<file path="config.mk">
export PLATFORM = sky130hd
export DESIGN_NAME = rainbow_pixel_generator
export DESIGN_NICKNAME = d
export VERILOG_FILES = /design/src/sv/rpg_pkg.sv /design/src/sv/rpg_div_stage.sv /design/src/sv/rpg_color.sv /design/src/sv/rpg_scale.sv /design/src/sv/rainbow_pixel_generator.sv
export SDC_FILE = /design/constraint.sdc
export NUM_CORES = 1
export LEC_CHECK = 0
export BUFFER_PORTS_ARGS = -buffer_cell sky130_fd_sc_hd__buf_2
export CORE_ASPECT_RATIO = 0.6
export CORE_MARGIN = 5
export CORE_UTILIZATION = 55
export CTS_CLUSTER_DIAMETER = 80
export CTS_CLUSTER_SIZE = 30
export DETAILED_ROUTE_END_ITERATION = 7
export PLACE_DENSITY_LB_ADDON = 0.2
export SLEW_MARGIN = 20
export SYNTH_ARGS = -nofsm -noshare
export SYNTH_HDL_FRONTEND = slang
export SYNTH_SLANG_ARGS = --single-unit
</file>
<file path="constraint.sdc">
create_clock -name clock -period 13.9 [get_ports clock]
set_clock_uncertainty 0.15 [all_clocks]
set_input_delay 1.39 -clock clock [delete_from_list [all_inputs] [get_ports clock]]
set_output_delay 1.39 -clock clock [all_outputs]
set_load 0.01 [all_outputs]
</file>
<file path="src/sv/rpg_pkg.sv">
// ----------------------------------------------------------------------------
// rpg_pkg
// shared types, constants and helpers of the rainbow pixel generator
// ----------------------------------------------------------------------------
package rpg_pkg;

   localparam int CHAN_W      = 8;
   localparam int INDEX_W     = 10;
   localparam int COUNT_W     = 11;
   localparam int HUE_W       = 8;
   localparam int DIVIDEND_W  = INDEX_W + HUE_W;
   localparam int DIV_STEPS   = 3;
   localparam int DIV_STAGES  = DIVIDEND_W / DIV_STEPS;
   localparam int CSR_INDEX_W = 2;
   localparam int PROD_W      = 2 * CHAN_W;

   localparam logic [CSR_INDEX_W-1:0] CSR_BRIGHTNESS = 2'd0;
   localparam logic [CSR_INDEX_W-1:0] CSR_HUE_STEP   = 2'd1;
   localparam logic [CSR_INDEX_W-1:0] CSR_STRIP_LEN  = 2'd2;

   localparam logic [CHAN_W-1:0]  BRIGHTNESS_RST = 8'd150;
   localparam logic [HUE_W-1:0]   HUE_STEP_RST   = 8'd5;
   localparam logic [COUNT_W-1:0] STRIP_LEN_RST  = 11'd247;

   localparam logic [CHAN_W-1:0] WHEEL_SEG1 = 8'd85;
   localparam logic [CHAN_W-1:0] WHEEL_SEG2 = 8'd170;
   localparam logic [CHAN_W-1:0] CHAN_MAX   = 8'd255;

   typedef struct packed {
      logic [COUNT_W-1:0]    rem;
      logic [DIVIDEND_W-1:0] dvd;
      logic [HUE_W-1:0]      quo;
      logic [HUE_W-1:0]      hue;
      logic                  zero;
   } div_type;

   typedef struct packed {
      logic [CHAN_W-1:0] blue;
      logic [CHAN_W-1:0] green;
      logic [CHAN_W-1:0] red;
   } rgb_type;

   // floor(x / 255) for x up to 255 * 255
   function automatic logic [CHAN_W-1:0] div255(input logic [PROD_W-1:0] x);
      logic [PROD_W:0] sum;
      sum = {1'b0, x} + {{(CHAN_W+1){1'b0}}, x[PROD_W-1:CHAN_W]} + {{PROD_W{1'b0}}, 1'b1};
      return sum[PROD_W-1:CHAN_W];
   endfunction

endpackage

</file>
<file path="src/sv/rpg_div_stage.sv">
// ----------------------------------------------------------------------------
// rpg_div_stage
// one register stage of the restoring divider, DIV_STEPS quotient bits per stage
// ----------------------------------------------------------------------------
module rpg_div_stage
   import rpg_pkg::*;
(
   input  logic               clock,
   input  logic               reset,
   input  logic [COUNT_W-1:0] divisor,
   input  logic               in_valid,
   output logic               in_ready,
   input  div_type            in_data,
   output logic               out_valid,
   input  logic               out_ready,
   output div_type            out_data
);

   logic          valid_ff;
   div_type       data_ff;
   div_type       data_in;
   logic [COUNT_W:0] shifted;

   assign in_ready  = !valid_ff || out_ready;
   assign out_valid = valid_ff;
   assign out_data  = data_ff;

   always_comb begin
      data_in = in_data;
      shifted = '0;
      for (int i = 0; i < DIV_STEPS; i++) begin
         shifted     = {data_in.rem, data_in.dvd[DIVIDEND_W-1]};
         data_in.dvd = {data_in.dvd[DIVIDEND_W-2:0], 1'b0};
         if (shifted >= {1'b0, divisor}) begin
            shifted     = shifted - {1'b0, divisor};
            data_in.quo = {data_in.quo[HUE_W-2:0], 1'b1};
         end else begin
            data_in.quo = {data_in.quo[HUE_W-2:0], 1'b0};
         end
         data_in.rem = shifted[COUNT_W-1:0];
      end
   end

   always_ff @(posedge clock) begin
      if (reset) begin
         valid_ff <= 1'b0;
      end else if (in_ready) begin
         valid_ff <= in_valid;
      end
      if (in_ready && in_valid) begin
         data_ff <= data_in;
      end
   end

endmodule

</file>
<file path="src/sv/rpg_color.sv">
// ----------------------------------------------------------------------------
// rpg_color
// adds the frame hue to the pixel offset and maps it through the colour wheel
// ----------------------------------------------------------------------------
module rpg_color
   import rpg_pkg::*;
(
   input  logic    clock,
   input  logic    reset,
   input  logic    in_valid,
   output logic    in_ready,
   input  div_type in_data,
   output logic    out_valid,
   input  logic    out_ready,
   output rgb_type out_data
);

   logic              valid_ff;
   rgb_type           rgb_ff;
   rgb_type           rgb_in;
   logic [HUE_W-1:0]  offset;
   logic [HUE_W-1:0]  pos;
   logic [CHAN_W-1:0] p;
   logic [CHAN_W-1:0] q;
   logic [CHAN_W-1:0] q3;

   assign in_ready  = !valid_ff || out_ready;
   assign out_valid = valid_ff;
   assign out_data  = rgb_ff;

   always_comb begin
      offset = in_data.zero ? '0 : in_data.quo;
      pos    = in_data.hue + offset;
      p      = ~pos;
      if (p < WHEEL_SEG1) begin
         q = p;
      end else if (p < WHEEL_SEG2) begin
         q = p - WHEEL_SEG1;
      end else begin
         q = p - WHEEL_SEG2;
      end
      q3 = {q[CHAN_W-2:0], 1'b0} + q;
      if (p < WHEEL_SEG1) begin
         rgb_in.red   = CHAN_MAX - q3;
         rgb_in.green = '0;
         rgb_in.blue  = q3;
      end else if (p < WHEEL_SEG2) begin
         rgb_in.red   = '0;
         rgb_in.green = q3;
         rgb_in.blue  = CHAN_MAX - q3;
      end else begin
         rgb_in.red   = q3;
         rgb_in.green = CHAN_MAX - q3;
         rgb_in.blue  = '0;
      end
   end

   always_ff @(posedge clock) begin
      if (reset) begin
         valid_ff <= 1'b0;
      end else if (in_ready) begin
         valid_ff <= in_valid;
      end
      if (in_ready && in_valid) begin
         rgb_ff <= rgb_in;
      end
   end

endmodule

</file>
<file path="src/sv/rpg_scale.sv">
// ----------------------------------------------------------------------------
// rpg_scale
// brightness scaling: product stage, then divide by 255 into the output register
// ----------------------------------------------------------------------------
module rpg_scale
   import rpg_pkg::*;
(
   input  logic              clock,
   input  logic              reset,
   input  logic [CHAN_W-1:0] brightness,
   input  logic              in_valid,
   output logic              in_ready,
   input  rgb_type           in_data,
   output logic              out_valid,
   input  logic              out_ready,
   output rgb_type           out_data
);

   logic              prod_valid_ff;
   logic [PROD_W-1:0] red_prod_ff;
   logic [PROD_W-1:0] green_prod_ff;
   logic [PROD_W-1:0] blue_prod_ff;
   logic              out_valid_ff;
   rgb_type           out_ff;
   logic              out_stage_ready;

   assign out_stage_ready = !out_valid_ff || out_ready;
   assign in_ready        = !prod_valid_ff || out_stage_ready;
   assign out_valid       = out_valid_ff;
   assign out_data        = out_ff;

   always_ff @(posedge clock) begin
      if (reset) begin
         prod_valid_ff <= 1'b0;
         out_valid_ff  <= 1'b0;
      end else begin
         if (in_ready) begin
            prod_valid_ff <= in_valid;
         end
         if (out_stage_ready) begin
            out_valid_ff <= prod_valid_ff;
         end
      end
      if (in_ready && in_valid) begin
         red_prod_ff   <= in_data.red * brightness;
         green_prod_ff <= in_data.green * brightness;
         blue_prod_ff  <= in_data.blue * brightness;
      end
      if (out_stage_ready && prod_valid_ff) begin
         out_ff.red   <= div255(red_prod_ff);
         out_ff.green <= div255(green_prod_ff);
         out_ff.blue  <= div255(blue_prod_ff);
      end
   end

endmodule

</file>
<file path="src/sv/rainbow_pixel_generator.sv">
// ----------------------------------------------------------------------------
// rainbow_pixel_generator
// streaming rainbow colour generator for an led strip
// ----------------------------------------------------------------------------
// Takes one transaction per clock while the result side keeps up. A pixel
// transaction (tuser 0) returns its colour through the six-stage divider that
// forms index*256/strip length three quotient bits per stage, then the colour
// wheel stage and the two brightness stages. A frame transaction (tuser 1)
// moves the hue on at once and returns nothing. Every stage holds on its own,
// so bubbles close up while the result side stalls. Write the registers only
// while no pixel is in flight.
// ----------------------------------------------------------------------------
module rainbow_pixel_generator
   import rpg_pkg::*;
(
   input  logic                   clock,
   input  logic                   reset,
   input  logic                   req_tvalid,
   output logic                   req_tready,
   input  logic [15:0]            req_tdata,   // pixel_index, zero pad
   input  logic                   req_tuser,   // action
   output logic                   rsp_tvalid,
   input  logic                   rsp_tready,
   output logic [23:0]            rsp_tdata,   // red, green, blue
   input  logic                   csr_wr_en,
   input  logic [CSR_INDEX_W-1:0] csr_index,
   input  logic [COUNT_W-1:0]     csr_wdata
);

   logic [CHAN_W-1:0]  brightness_ff;
   logic [HUE_W-1:0]   hue_step_ff;
   logic [COUNT_W-1:0] strip_len_ff;
   logic [HUE_W-1:0]   frame_hue_ff;
   logic [HUE_W:0]     hue_sum;

   logic    div_valid [0:DIV_STAGES];
   logic    div_ready [0:DIV_STAGES];
   div_type div_data  [0:DIV_STAGES];

   logic    color_valid;
   logic    color_ready;
   rgb_type color_data;
   rgb_type rsp_data;

   assign hue_sum = {1'b0, frame_hue_ff} + {1'b0, hue_step_ff};

   always_ff @(posedge clock) begin
      if (reset) begin
         brightness_ff <= BRIGHTNESS_RST;
         hue_step_ff   <= HUE_STEP_RST;
         strip_len_ff  <= STRIP_LEN_RST;
         frame_hue_ff  <= '0;
      end else begin
         if (csr_wr_en) begin
            unique case (csr_index)
               CSR_BRIGHTNESS: brightness_ff <= csr_wdata[CHAN_W-1:0];
               CSR_HUE_STEP:   hue_step_ff   <= csr_wdata[HUE_W-1:0];
               CSR_STRIP_LEN:  strip_len_ff  <= csr_wdata;
               default: ;
            endcase
         end
         if (req_tvalid && req_tready && req_tuser) begin
            frame_hue_ff <= hue_sum[HUE_W] ? '0 : hue_sum[HUE_W-1:0];
         end
      end
   end

   // pixel transactions enter the divider with the hue current at acceptance
   assign req_tready       = div_ready[0];
   assign div_valid[0]     = req_tvalid && !req_tuser;
   assign div_data[0].rem  = '0;
   assign div_data[0].dvd  = {req_tdata[INDEX_W-1:0], {HUE_W{1'b0}}};
   assign div_data[0].quo  = '0;
   assign div_data[0].hue  = frame_hue_ff;
   assign div_data[0].zero = (strip_len_ff == '0);

   for (genvar s = 0; s < DIV_STAGES; s++) begin : g_div
      rpg_div_stage u_div_stage (
         .clock     (clock),
         .reset     (reset),
         .divisor   (strip_len_ff),
         .in_valid  (div_valid[s]),
         .in_ready  (div_ready[s]),
         .in_data   (div_data[s]),
         .out_valid (div_valid[s+1]),
         .out_ready (div_ready[s+1]),
         .out_data  (div_data[s+1])
      );
   end

   rpg_color u_color (
      .clock     (clock),
      .reset     (reset),
      .in_valid  (div_valid[DIV_STAGES]),
      .in_ready  (div_ready[DIV_STAGES]),
      .in_data   (div_data[DIV_STAGES]),
      .out_valid (color_valid),
      .out_ready (color_ready),
      .out_data  (color_data)
   );

   rpg_scale u_scale (
      .clock      (clock),
      .reset      (reset),
      .brightness (brightness_ff),
      .in_valid   (color_valid),
      .in_ready   (color_ready),
      .in_data    (color_data),
      .out_valid  (rsp_tvalid),
      .out_ready  (rsp_tready),
      .out_data   (rsp_data)
   );

   assign rsp_tdata = {rsp_data.blue, rsp_data.green, rsp_data.red};

endmodule

</file>
Word level (Yosys, flattened, before mapping)
Cells that the tools add are included.
Word-level totals
  flip-flop bits (word level): 276
  output and inout port bits: 26
Operators by class
  add/subtract/negate cells: 29
  multipliers: 3
  $lt $le $gt $ge: 20
  equal/unequal tests: 2
  multiplexer cells: 31
  bitwise operators: 1
  reduce and logical (&&, ||, !) cells: 36
Operators with widths (number)
  $ge 12x11->1: 17
  $mux 11: 17
  $sub 11x11->11: 16
  $add 16x1->16 const B: 3
  $add 16x8->16: 3
  $mul 8x8->16: 3
  $mux 24: 2
  $mux 8: 4
  $add 8x8->8: 2
  $logic_and 1x1->1: 12
  $ge 1x11->1: 1
  $logic_not 11->1: 1
  $sub 1x11->11: 1
  $logic_not 1->1: 10
  $add 8x8->9: 1
  $logic_or 1x1->1: 9
  $lt 8x7->1 const B: 1
  $lt 8x8->1 const B: 1
  $mux 1: 8
  $not 8->8: 1
  $sub 8x7->8 const B: 1
  $sub 8x8->8 const A: 1
  $sub 8x8->8 const B: 1
  $reduce_and 2->1: 3
  other kinds (3): 3

Longest topological paths before layout
Gate-level depths: netlist of run 1.
  depth in word-level cells: 12
  depth in mapped cells: 29
  depth with buffers taken out: 27

Hierarchy
From an unflattened synthesis of run 1, not the netlist that was laid out.
Unflattened totals
  cells, all modules: 3172
  area, all modules: 33925.0 um^2
By module, submodules not included
  rpg_div_stage (g_div[0].u_div_stage ...): instances 5, cells an instance 301, area an instance 3423.3 um^2, seq. area each 1311.3 um^2
  rpg_scale: instances 1, cells an instance 927, area an instance 9417.8 um^2, seq. area each 2202.1 um^2
  rpg_div_stage (g_div[2].u_div_stage): instances 1, cells an instance 301, area an instance 3246.9 um^2, seq. area each 1311.3 um^2
  rpg_color: instances 1, cells an instance 260, area an instance 2509.9 um^2, seq. area each 740.7 um^2
  rainbow_pixel_generator: instances 1, cells an instance 179, area an instance 1634.1 um^2, seq. area each 700.7 um^2

Least setup slack after synthesis of run 1
No wires, ideal clock.
  path type: flip-flop to flip-flop
  start: register strip_len_ff[1]
  end: register g_div[4].u_div_stage.data_ff (netlist bit g_div[4].u_div_stage.out_data[42]), data pin
  library setup time: 0.262 ns
  data arrival time: 6.695 ns
  data required time: 13.488 ns
  slack: 6.793 ns
  cell stages (with the launch flop): 28
  buffers on the path: 3
  clock period less this slack: 7.107 ns
  cell sequence: dfxtp_1 > inv_1 > ha_1 > ha_1 > nand3_1 > o31ai_1 > o21ba_2 > inv_2 > mux2_2 > ha_1 > or3_1 > o211ai_1 > o21ai_1 > a221oi_2 > buf_4 > buf_2 > nand2_1 > a21boi_0 > inv_1 > ha_1 > and2_1 > a221oi_2 > a21oi_2 > a41o_1 > o41a_1 > a211o_1 > buf_6 > mux2_1
RTL lines
  from (decl): line rainbow_pixel_generator.sv:32  | logic [COUNT_W-1:0] strip_len_ff;
  from (signal assigned): line rainbow_pixel_generator.sv:58  | CSR_STRIP_LEN: strip_len_ff <= csr_wdata;
  to (signal assigned): line rpg_div_stage.sv:51  | data_ff <= data_in;
  to (decl): line rpg_div_stage.sv:20  | div_type data_ff;

==> metrics.md, run 1 <==
| Metric | Value |
|---|---|
| Status | complete, no violations |
| Worst EP arrival | 8430 ps |
| Via Count | 20,569 |
| Final worst-path cycle share | 59.8% |
| Initial DRC Count | 1,611 |
| Yosys warning count | 0 |
| Seq/Total Area, Yosys | 29.0% |
| Flops & latches, synth | 276 |
| First-pass GRT wire length | 105 mm |
| TritonCTS Buffers | 15 |
| Clock power frac | 16.6% |
| Pre-Repair DR Iteration Count | 6 |
| Clock root cell | clkbuf_16 |
| Largest net degree at the start of global routing | 49 |
| Cell with the most instances after synthesis | ha_1 |
| Total global routing overflow | 0 |
| Post-synth top cells | ha_1 (353), inv_1 (247), nand2_1 (233) |
| Switch share | 38.3% |
| Internal power | 2.00 mW |
| Top post-synthesis cells by area | edfxtp_1 (26%), ha_1 (16%), fa_1 (9.1%) |
| Min cycle time layout | 8310 ps |
| Setup violators final | 0 |
| Remaining antenna violation count after routing | 0 |
| PD cells | 114 nW/um^2 |
| Vias in the first global route | 19,875 |
| F_max | 120 MHz |
| Fin Hold WS | 252 ps |
| Ports | 61 |
| Post CTS Setup Buffer Count | 0 |
| Worst Tran Pin Value | 1030 ps |
| Path depth of the worst reg2reg path | 25 |
| Post-Syn Nets | 3,300 |
| Die area | 53,900 sq um |
| Gpl congestion | 0.898 |
| Crit path from | strip_len_ff[1] |
| HP Class | flip-flop to flip-flop |
| Residual DRC | 0 |
| Std cell rows | 63 |
| Worst Setup Start Kind | flip-flop |
| H-tree Lvls | 1 |
| GRT Total Usage | 23.6% |
| Crit path kind | flip-flop to flip-flop |
| PortBufs | 54 |
| Routed WL | 64.4 mm |
| Post_cts resized | 0 |
| Initial antenna violation count | 2 |
| Post-Syn Area | 27,100 sq um |
| CP Capture Type | flip-flop |
| Dpl hpwl | 49.6 mm |
| Nets | 3,337 |
| Final setup TNS | 0 ps |
| Area leader, netlist | edfxtp_1 |
| Max stage delay on crit path | 570 ps |
| FILL cells | 4,192 |
| Post-Synthesis Cells | 2,789 |
| Crit path buffers/inverters | 3 |
| Hold Vio Cnt, Final | 0 |
| Top cell type's share of synthesized area | 25.7% |
| LEAKAGE | 12.6 nW |
| Core Area | 49,000 sq um |
| R2R Path Start | strip_len_ff[1] |
| Synthesis-to-layout area growth | 5.75% |
| P_sw | 1.25 mW |
| Sequential Power Share | 31.0% |
| Slew headroom | 30.9% |
| TritonCTS clock tree | yes |
| CP delay by family, top | compound AO/OA/AOI/OAI gates |
| Worst-skew pair later-pin latency | 540 ps |
| Crit. path cell count | 25 |
| R2r endpoint | g_div[2].u_div_stage.out_data[45] |
| EDFF count, synth | 232 |
| RSZ-0062 raised after global routing | false |
| CP Capture Point | g_div[2].u_div_stage.out_data[45] |
| Initial core utilization | 55.2% |
| Clock sinks | 276 |
| Combinational power share | 52.5% |
| Peak VDD IR | 0.0000805 V |
| Die X | 296 um |
| Layout cell share with drive strength beyond 1 | 8.36% |
| Clock-pin slew on the worst setup and hold paths | 120 ps |
| Max Slew Vio Count | 0 |
| WP data required | 14,020 ps |
| Post-layout util | 58.4% |
| FFs w/ async S/R, synth | 0% |
| Post-synthesis average cell area | 9.71 sq um |
| Crit-path most repeated cell | mux2_2 |
| CTS Hold Bufs | 0 |
| Vias per std cell | 5.90 |
| WHS Path Cells | 0 |
| Dominant synthesized flop cell | edfxtp_1 |
| Die H | 182 um |
| Count of unique library cells instantiated by Yosys | 93 |
| WL per Instance | 18.5 um |
| Maxcap violations | 0 |
| CP max FO | 17 |
| Clock Path Buffers | 3 |
| Register-to-register setup slack | 5590 ps |
| Critical Path Slowest Stage Cell | a21boi_2 |
==> worst min-delay path by stage <==
stage	start	endpoint
6_report	g_div[4].u_div_stage.out_data[2]	g_div[5].u_div_stage.out_data[2]
5_1_grt	g_div[2].u_div_stage.out_data[1]	g_div[3].u_div_stage.out_data[1]
4_1_cts	g_div[4].u_div_stage.out_data[2]	g_div[5].u_div_stage.out_data[2]
3_5_place_dp	g_div[0].u_div_stage.out_data[28]	g_div[1].u_div_stage.out_data[31]
3_3_place_gp	g_div[3].u_div_stage.out_data[4]	g_div[4].u_div_stage.out_data[4]
2_1_floorplan	g_div[0].u_div_stage.out_data[0]	g_div[1].u_div_stage.out_data[0]
==> worst register-to-register path: cells and delay by family (launching register included) <==
| family | cells | cell delay, ps |
|---|---|---|
| and+or+nand+nor | 5 | 670 |
| muxes | 3 | 1270 |
| DFF | 1 | 330 |
| adders and majority gates | 3 | 1150 |
| AOI/OAI and AO/OA | 11 | 3480 |
| buffers and inverters | 3 | 1010 |
==> layout make-up <==
type / instances / area [sq um] / share of cell area (%)
diodes: 1 / 2.50 / 0.00874
clock buffers: 17 / 383 / 1.34
clock inverters: 8 / 135 / 0.472
inverters: 249 / 935 / 3.27
multi-input cells: 2204 / 18000 / 63.0
flip-flops and latches: 276 / 7850 / 27.4
well taps: 650 / 813 / 2.84
repair buffers: 80 / 465 / 1.63
==> cells in the final DEF (no fill, tap or decap), drive strengths merged, types with 18 or more instances in the layout <==
cell type	instances
dfxtp	44
edfxtp	232
o21a	30
nor2	213
mux2	96
a21oi	137
a211oi	23
inv	251
o21ai	102
nand4	30
and2	133
mux2i	45
fa	123
nor2b	48
nand2	234
ha	353
buf	80
a21o	52
nand2b	19
nor3	52
a21boi	23
or3	20
o21bai	18
xnor2	125
a211o	20
xor2	61
nand3	45
==> metrics by stage <==
step	std cells	worst slack, ps	power [mW]	cell area [sq um]
5_1_grt	3485	4890	3.47	28600
3_3_place_gp	3459	5790	2.63	28100
3_5_place_dp	3459	5660	2.69	28100
6_report	3485	5590	3.25	28600
4_1_cts	3484	5570	3.24	28600
2_1_floorplan	2789	6790	2.36	27100
==> power groups by stage <==
| stage | Combinational (mW) | Clock (mW) | Sequential [mW] |
|---|---|---|---|
| 6_report | 1.70 | 0.539 | 1.01 |
| 5_1_grt | 1.88 | 0.580 | 1.01 |
| 4_1_cts | 1.68 | 0.551 | 1.01 |
| 3_5_place_dp | 1.67 | 0 | 1.02 |
| 3_3_place_gp | 1.61 | 0 | 1.02 |
| 2_1_floorplan | 1.35 | 0 | 1.01 |
==> routing by layer <==
layer / vias up / GRT usage [%] / part of all wire (%)
met5: - / 0 / 0
met4: 0 / 4.51 / 1.8
met3: 82 / 3.74 / 6.4
met2: 570 / 33.9 / 41
met1: 9941 / 37.7 / 51
li1: 9976 / - / -
==> sequential cells by signal (all words and copies together), names as in the netlist, 8 cells and up <==
signal / flops
brightness_ff: 8
frame_hue_ff: 8
g_div.u_div_stage.out_data: 136
hue_step_ff: 8
strip_len_ff: 11
u_color.out_data: 24
u_scale.blue_prod_ff: 16
u_scale.green_prod_ff: 16
u_scale.out_data: 24
u_scale.red_prod_ff: 16
==> cells by family (layout without fill, tap and decap cells) <==
logic type	Yosys count	count (layout)	synth area share, %
fa+ha+maj	476	476	25.4
other cells	0	1	0
xor+xnor	186	186	6.05
mux	141	141	5.89
buf+inv	309	354	4.52
simple gates	876	876	16.0
flops	276	276	29.0
compound gates	525	525	13.1
No activity file was read; power rests on OpenSTA's default activity.
==> inputs of run 2 (changes only) <==
Clock period 13.9 ns to 7.6 ns, I/O delays scaled along.
==> run 2 against run 1 <==
Utilization rose by 0.90 points; power rose by 88%; sequential power rose by 82%; critical path type unchanged; highest routed layer unchanged.
==> metrics.md, run 2 (synthesis gave the netlist of run 1 again) <==
| Metric | Value |
|---|---|
| Area after DPL | 28,300 sq um |
| Crit path kind | flip-flop to flip-flop |
| Routed WL | 67.2 mm |
| Worst Tran Pin Value | 1110 ps |
| Pre-CTS setup slack | -212 ps |
| Max Slew Vio Count | 0 |
| CP max FO | 11 |
| Total global routing overflow | 0 |
| Worst Setup Start Kind | flip-flop |
| Overall power | 6.10 mW |
| WL per Instance | 19.1 um |
| Clock Path Buffers | 3 |
| CP delay by family, top | compound AO/OA/AOI/OAI gates |
| Pre-Repair DR Iteration Count | 6 |
| Hold Vio Cnt, Final | 0 |
| Largest net degree at the start of global routing | 49 |
| WP data required | 7730 ps |
| Maxcap violations | 0 |
| Die X | 296 um |
| Max reg flops | 136 |
| Post-layout instance area | 29,100 sq um |
| Remaining antenna violation count after routing | 0 |
| Final setup margin | 232 ps |
| Clock root cell | clkbuf_16 |
| Max stage delay on crit path | 500 ps |
| CP Capture Type | flip-flop |
| Slew headroom | 25.7% |
| Initial antenna violation count | 1 |
| Critical Path Slowest Stage Cell | ha_1 |
| First-pass GRT wire length | 108 mm |
| Vias per std cell | 5.91 |
| Crit-path most repeated cell | ha_1 |
| Core Area | 49,000 sq um |
| Initial DRC Count | 1,775 |
| Antenna Cells | 0 |
| Crit path buffers/inverters | 3 |
| R2R Path Start | strip_len_ff[9] |
| CTS Hold Bufs | 0 |
| Die area | 53,900 sq um |
| Setup violators final | 0 |
| Vias in the first global route | 20,261 |
| Std cell rows | 63 |
| Reg area | 7850 sq um |
| Initial core utilization | 55.2% |
| Die H | 182 um |
| PortBufs | 54 |
| Multi-input gate area | 18,100 sq um |
| Clock-pin slew on the worst setup and hold paths | 100 ps |
| Status | complete, no violations |
| Crit path cell chain | inv_1 > ha_1 > o21ai_0 > a21o_1 > a32o_1 > o21ba_2 > inv_4 > mux2_2 > ha_1 > or3_1 > o211ai_1 > o21ai_2 > a221oi_2 > buf_4 > nor2_1 > a211o_1 > ha_1 > and2_1 > a221oi_2 > a21oi_2 > a41o_1 > o41a_1 > a211o_4 > mux2_1 |
| Min cycle time layout | 7370 ps |
| Worst-skew pair later-pin latency | 550 ps |
| Crit path from | strip_len_ff[9] |
| GRT Total Usage | 24.7% |
| PD cells | 210 nW/um^2 |
| Worst EP arrival | 7500 ps |
| Commonest non-fill, non-tap cell in the layout | ha_1 |
| Dpl hpwl | 52.7 mm |
| Final setup TNS | 0 ps |
| Via Count | 20,833 |
| Post-layout util | 59.3% |
| HP Start | req_tdata[2] |
| Synthesis-to-layout area growth | 7.38% |
| Gpl congestion | 0.950 |
| Layout cell share with drive strength beyond 1 | 10.3% |
| Ports | 61 |
| F_max | 136 MHz |
| Clock sinks | 276 |
| Most frequent cells in the layout | ha_1 (353), inv_1 (244), nand2_1 (233) |
| LEAKAGE | 12.8 nW |
| Nets | 3,376 |
| Peak VDD IR | 0.000162 V |
| Residual DRC | 0 |
| Final worst-path cycle share | 96.9% |
| TritonCTS Buffers | 17 |
| H-tree Lvls | 1 |
| TritonCTS clock tree | yes |
| HP Class | input pin to flip-flop |
| FILL cells | 4,180 |
==> run 2: cell types whose count changed in the layout (fill, tap and decap cells not counted), moves of 3 or more <==
| cell | before | now |
|---|---|---|
| inv_8 | 0 | 4 |
| o21ai_0 | 94 | 90 |
| buf_4 | 26 | 61 |
| o21ai_1 | 7 | 10 |
==> run 2: worst reg2reg max path, stage by stage, from the launching register on <==
cell and delay (ps):
dfxtp_1 360, inv_1 360, ha_1 500, o21ai_0 100, a21o_1 170, a32o_1 260
o21ba_2 280, inv_4 140, mux2_2 400, ha_1 240, or3_1 360, o211ai_1 300
o21ai_2 150, a221oi_2 310, buf_4 230, nor2_1 60, a211o_1 300, ha_1 340
and2_1 190, a221oi_2 320, a21oi_2 130, a41o_1 300, o41a_1 420, a211o_4 390
mux2_1 350
==> run 2: layout make-up <==
type	instances	area share, %
Timing Repair Buffer	117	2.64
Clock inverter	11	0.469
Sequential cell	276	27.0
Tap cell	650	2.80
Clock buffer	19	1.52
Inverter	249	3.24
Multi-Input combinational cell	2204	62.3
==> run 2: timing repair <==
item,CTS,global route
gates cloned,0,0
setup endpoints to repair,25,46
pin swaps,0,3
setup buffers,2,9
gates resized for setup,4,23
==> run 2: path summary, 6_finish.rpt <==
kind / cells past startpoint / slack (ps) / endpoint
max: 24 / 230 / g_div[4].u_div_stage.out_data[42]
min: 1 / 230 / g_div[0].u_div_stage.out_data[30]
max reg2reg: 24 / 230 / g_div[4].u_div_stage.out_data[42]
min reg2reg: 0 / 270 / g_div[5].u_div_stage.out_data[7]
==> run 2: report_power, final <==
group          total (mW)  switching, mW  internal, mW
combinational        3.20           1.71          1.49
sequential           1.84         0.0392          1.80
clock                1.05          0.594         0.461
total                6.10           2.35          3.75
==> run 2: through the flow <==
| stage | hold slack, ps | instances |
|---|---|---|
| floorplan | 250 | 2789 |
| global placement | 252 | 3485 |
| detailed placement | 255 | 3485 |
| CTS | 207 | 3517 |
| global route | 205 | 3526 |
| finish | 233 | 3526 |
==> run 2: layer usage <==
| layer | global-route usage, % | share of wire, % | vias up |
|---|---|---|---|
| met5 | 0 | 0 | - |
| met1 | 39.8 | 51 | 10039 |
| met3 | 4.40 | 7.8 | 78 |
| met4 | 4.09 | 1.6 | 0 |
| li1 | - | - | 10058 |
| met2 | 34.9 | 40 | 658 |
==> inputs of run 3 (changes only) <==
Settings changed: CORE_ASPECT_RATIO 0.6 to 1.4.
==> run 3 against run 2 <==
Final cell count is 0.20% lower; die area decreased by 0.15%; routed wire length shrank 1.6%; utilization rose by 0.17 points; global-route usage fell by 0.60 points; critical endpoint unchanged; clock-buffer cell count stayed put; combinational power fell by 3%; critical path depth stayed put; cell area is essentially flat; clock power about the same; first-iteration DRC count decreased by 38%.
==> metrics.md, run 3 (synthesis gave the netlist of run 1 again) <==
| Metric | Value |
|---|---|
| Crit. path cell count | 24 |
| Routed WL | 66.1 mm |
| Die X | 197 um |
| Clock Path Buffers | 3 |
| Crit path from | strip_len_ff[3] |
| HP Start | req_tdata[2] |
| Peak VDD IR | 0.000277 V |
| H-tree Lvls | 1 |
| PortBufs | 54 |
| Max reg flops | 136 |
| CP max FO | 19 |
| Register-to-register setup slack | 350 ps |
| WHS Path Cells | 1 |
| Overall power | 6.01 mW |
| Worst Setup Start Kind | flip-flop |
| Nets | 3,382 |
| CP Capture Type | flip-flop |
| Crit path buffers/inverters | 3 |
| Critical Path Slowest Stage Cell | a211o_2 |
| Ports | 61 |
| Min cycle time layout | 7250 ps |
| Initial core utilization | 55.4% |
| Met1 Resource Use GR | 26.1% |
| Clock root cell | clkbuf_16 |
| Hold path endpoint | g_div[0].u_div_stage.out_data[30] |
| Residual DRC | 0 |
| Pre-Repair DR Iteration Count | 5 |
| Maxcap violations | 0 |
| Final setup TNS | 0 ps |
| Crit-path most repeated cell | ha_1 |
| Slew headroom | 27.8% |
| Worst Tran Pin Value | 1080 ps |
| Remaining antenna violation count after routing | 0 |
| CTS Hold Bufs | 0 |
| GRT Total Usage | 24.1% |
| Die area | 53,800 sq um |
| Core Area | 48,900 sq um |
| Layout cell share with drive strength beyond 1 | 10.2% |
| Cell Count Post-Placement | 3,480 |
| Vias per std cell | 5.92 |
| R2R Path Start | strip_len_ff[3] |
| Crit path kind | flip-flop to flip-flop |
| M3 GR Usage | 2.27% |
| CP delay by family, top | compound AO/OA/AOI/OAI gates |
| PD cells | 207 nW/um^2 |
| Initial antenna violation count | 2 |
| HP Class | input pin to flip-flop |
| Synthesis-to-layout area growth | 7.36% |
| Final worst-path cycle share | 95.4% |
| Pre-CTS setup slack | 125 ps |
| Worst-skew pair later-pin latency | 550 ps |
| Setup violators final | 0 |
| Total global routing overflow | 0 |
| FILL cells | 4,172 |
| WL per Instance | 18.8 um |
| Die H | 272 um |
| RSZ-0062 raised after global routing | false |
| TritonCTS Buffers | 17 |
| Gpl congestion | 0.904 |
| Hold Vio Cnt, Final | 0 |
| WP data required | 7760 ps |
| Worst EP arrival | 7410 ps |
| Crit path cell chain | clkinvlp_4 > ha_1 > nand3_1 > o21bai_1 > a32o_1 > o21ba_2 > inv_2 > mux2_2 > ha_1 > or3_1 > o211ai_1 > o21ai_1 > a221oi_2 > buf_4 > nor2_1 > a211o_1 > ha_1 > and2_1 > a221oi_2 > a21oi_2 > a41o_1 > o41a_1 > a211o_2 > mux2_1 |
| LEAKAGE | 12.8 nW |
| TritonCTS clock tree | yes |
| Largest net degree at the start of global routing | 49 |
| Std cell rows | 96 |
| Via Count | 20,842 |
| Initial DRC Count | 1,104 |
| Dpl hpwl | 52.6 mm |
| Reg area | 7850 sq um |
| Max Slew Vio Count | 0 |
| Antenna Cells | 0 |
| Most frequent cells in the layout | ha_1 (353), inv_1 (246), nand2_1 (233) |
| Max stage delay on crit path | 450 ps |
| Clock sinks | 276 |
| Status | complete, no violations |
| Clock-pin slew on the worst setup and hold paths | 110 ps |
| Vias in the first global route | 21,403 |
| R2r endpoint | g_div[4].u_div_stage.out_data[42] |
| Met2 GRT Util | 45.8% |
| First-pass GRT wire length | 106 mm |
| Fin cells | 3,519 |
| Commonest non-fill, non-tap cell in the layout | ha_1 |
| Path depth of the worst reg2reg path | 24 |
| Multi-input gate area | 18,100 sq um |
| Busiest grt layer | met2 |
| Final setup margin | 350 ps |
| F_max | 138 MHz |
run 3: cell type report:
cell class | instances | area share [%]
inverter | 249 | 3.23
multi-input combinational | 2204 | 62.2
clock inverter | 11 | 0.551
clock buffer | 19 | 1.52
sequential | 276 | 27.0
tap | 637 | 2.74
timing repair buffer | 123 | 2.71
run 3: how the worst max path moves through the flow:
stage / endpoint
4_1_cts: g_div[2].u_div_stage.out_data[43]
3_5_place_dp: g_div[2].u_div_stage.out_data[41]
5_1_grt: g_div[4].u_div_stage.out_data[39]
6_report: g_div[4].u_div_stage.out_data[42]
2_1_floorplan: g_div[4].u_div_stage.out_data[42]
3_3_place_gp: g_div[2].u_div_stage.out_data[42]
run 3: stage by stage:
stage,hold slack (ps),cell area [sq um],util [%]
after detailed placement,255,28300,58.0
final,231,29100,59.4
after CTS,202,28900,59.2
after floorplan,250,27100,-
after global placement,250,28300,58.0
after global routing,212,29100,59.4
run 3: metal layers:
layer | share of wire, % | vias up | wire, um
met5 | 0 | - | 0
met4 | 6.2 | 0 | 4100
met3 | 3.5 | 203 | 2290
met2 | 53 | 533 | 35000
met1 | 37 | 10053 | 24700
li1 | - | 10053 | -
run 3: power breakdown:
group	switching [mW]	internal, mW	leakage, nW
registers	0.0333	1.80	2.46
clock network	0.598	0.470	0.291
logic	1.63	1.47	10.1
run 3: timing repair:
action                                  CTS  global route
setup buffers                             0             9
endpoints found under the setup margin    0            41
resized for setup                         0            13
run 3: worst reg2reg max path, cell delays in order (launching register included):
cell and delay [ps]:
dfxtp_1 410, clkinvlp_4 240, ha_1 450, nand3_1 140, o21bai_1 210, a32o_1 290
o21ba_2 220, inv_2 100, mux2_2 360, ha_1 210, or3_1 380, o211ai_1 300
o21ai_1 210, a221oi_2 290, buf_4 270, nor2_1 70, a211o_1 280, ha_1 340
and2_1 180, a221oi_2 310, a21oi_2 120, a41o_1 290, o41a_1 380, a211o_2 450
mux2_1 360
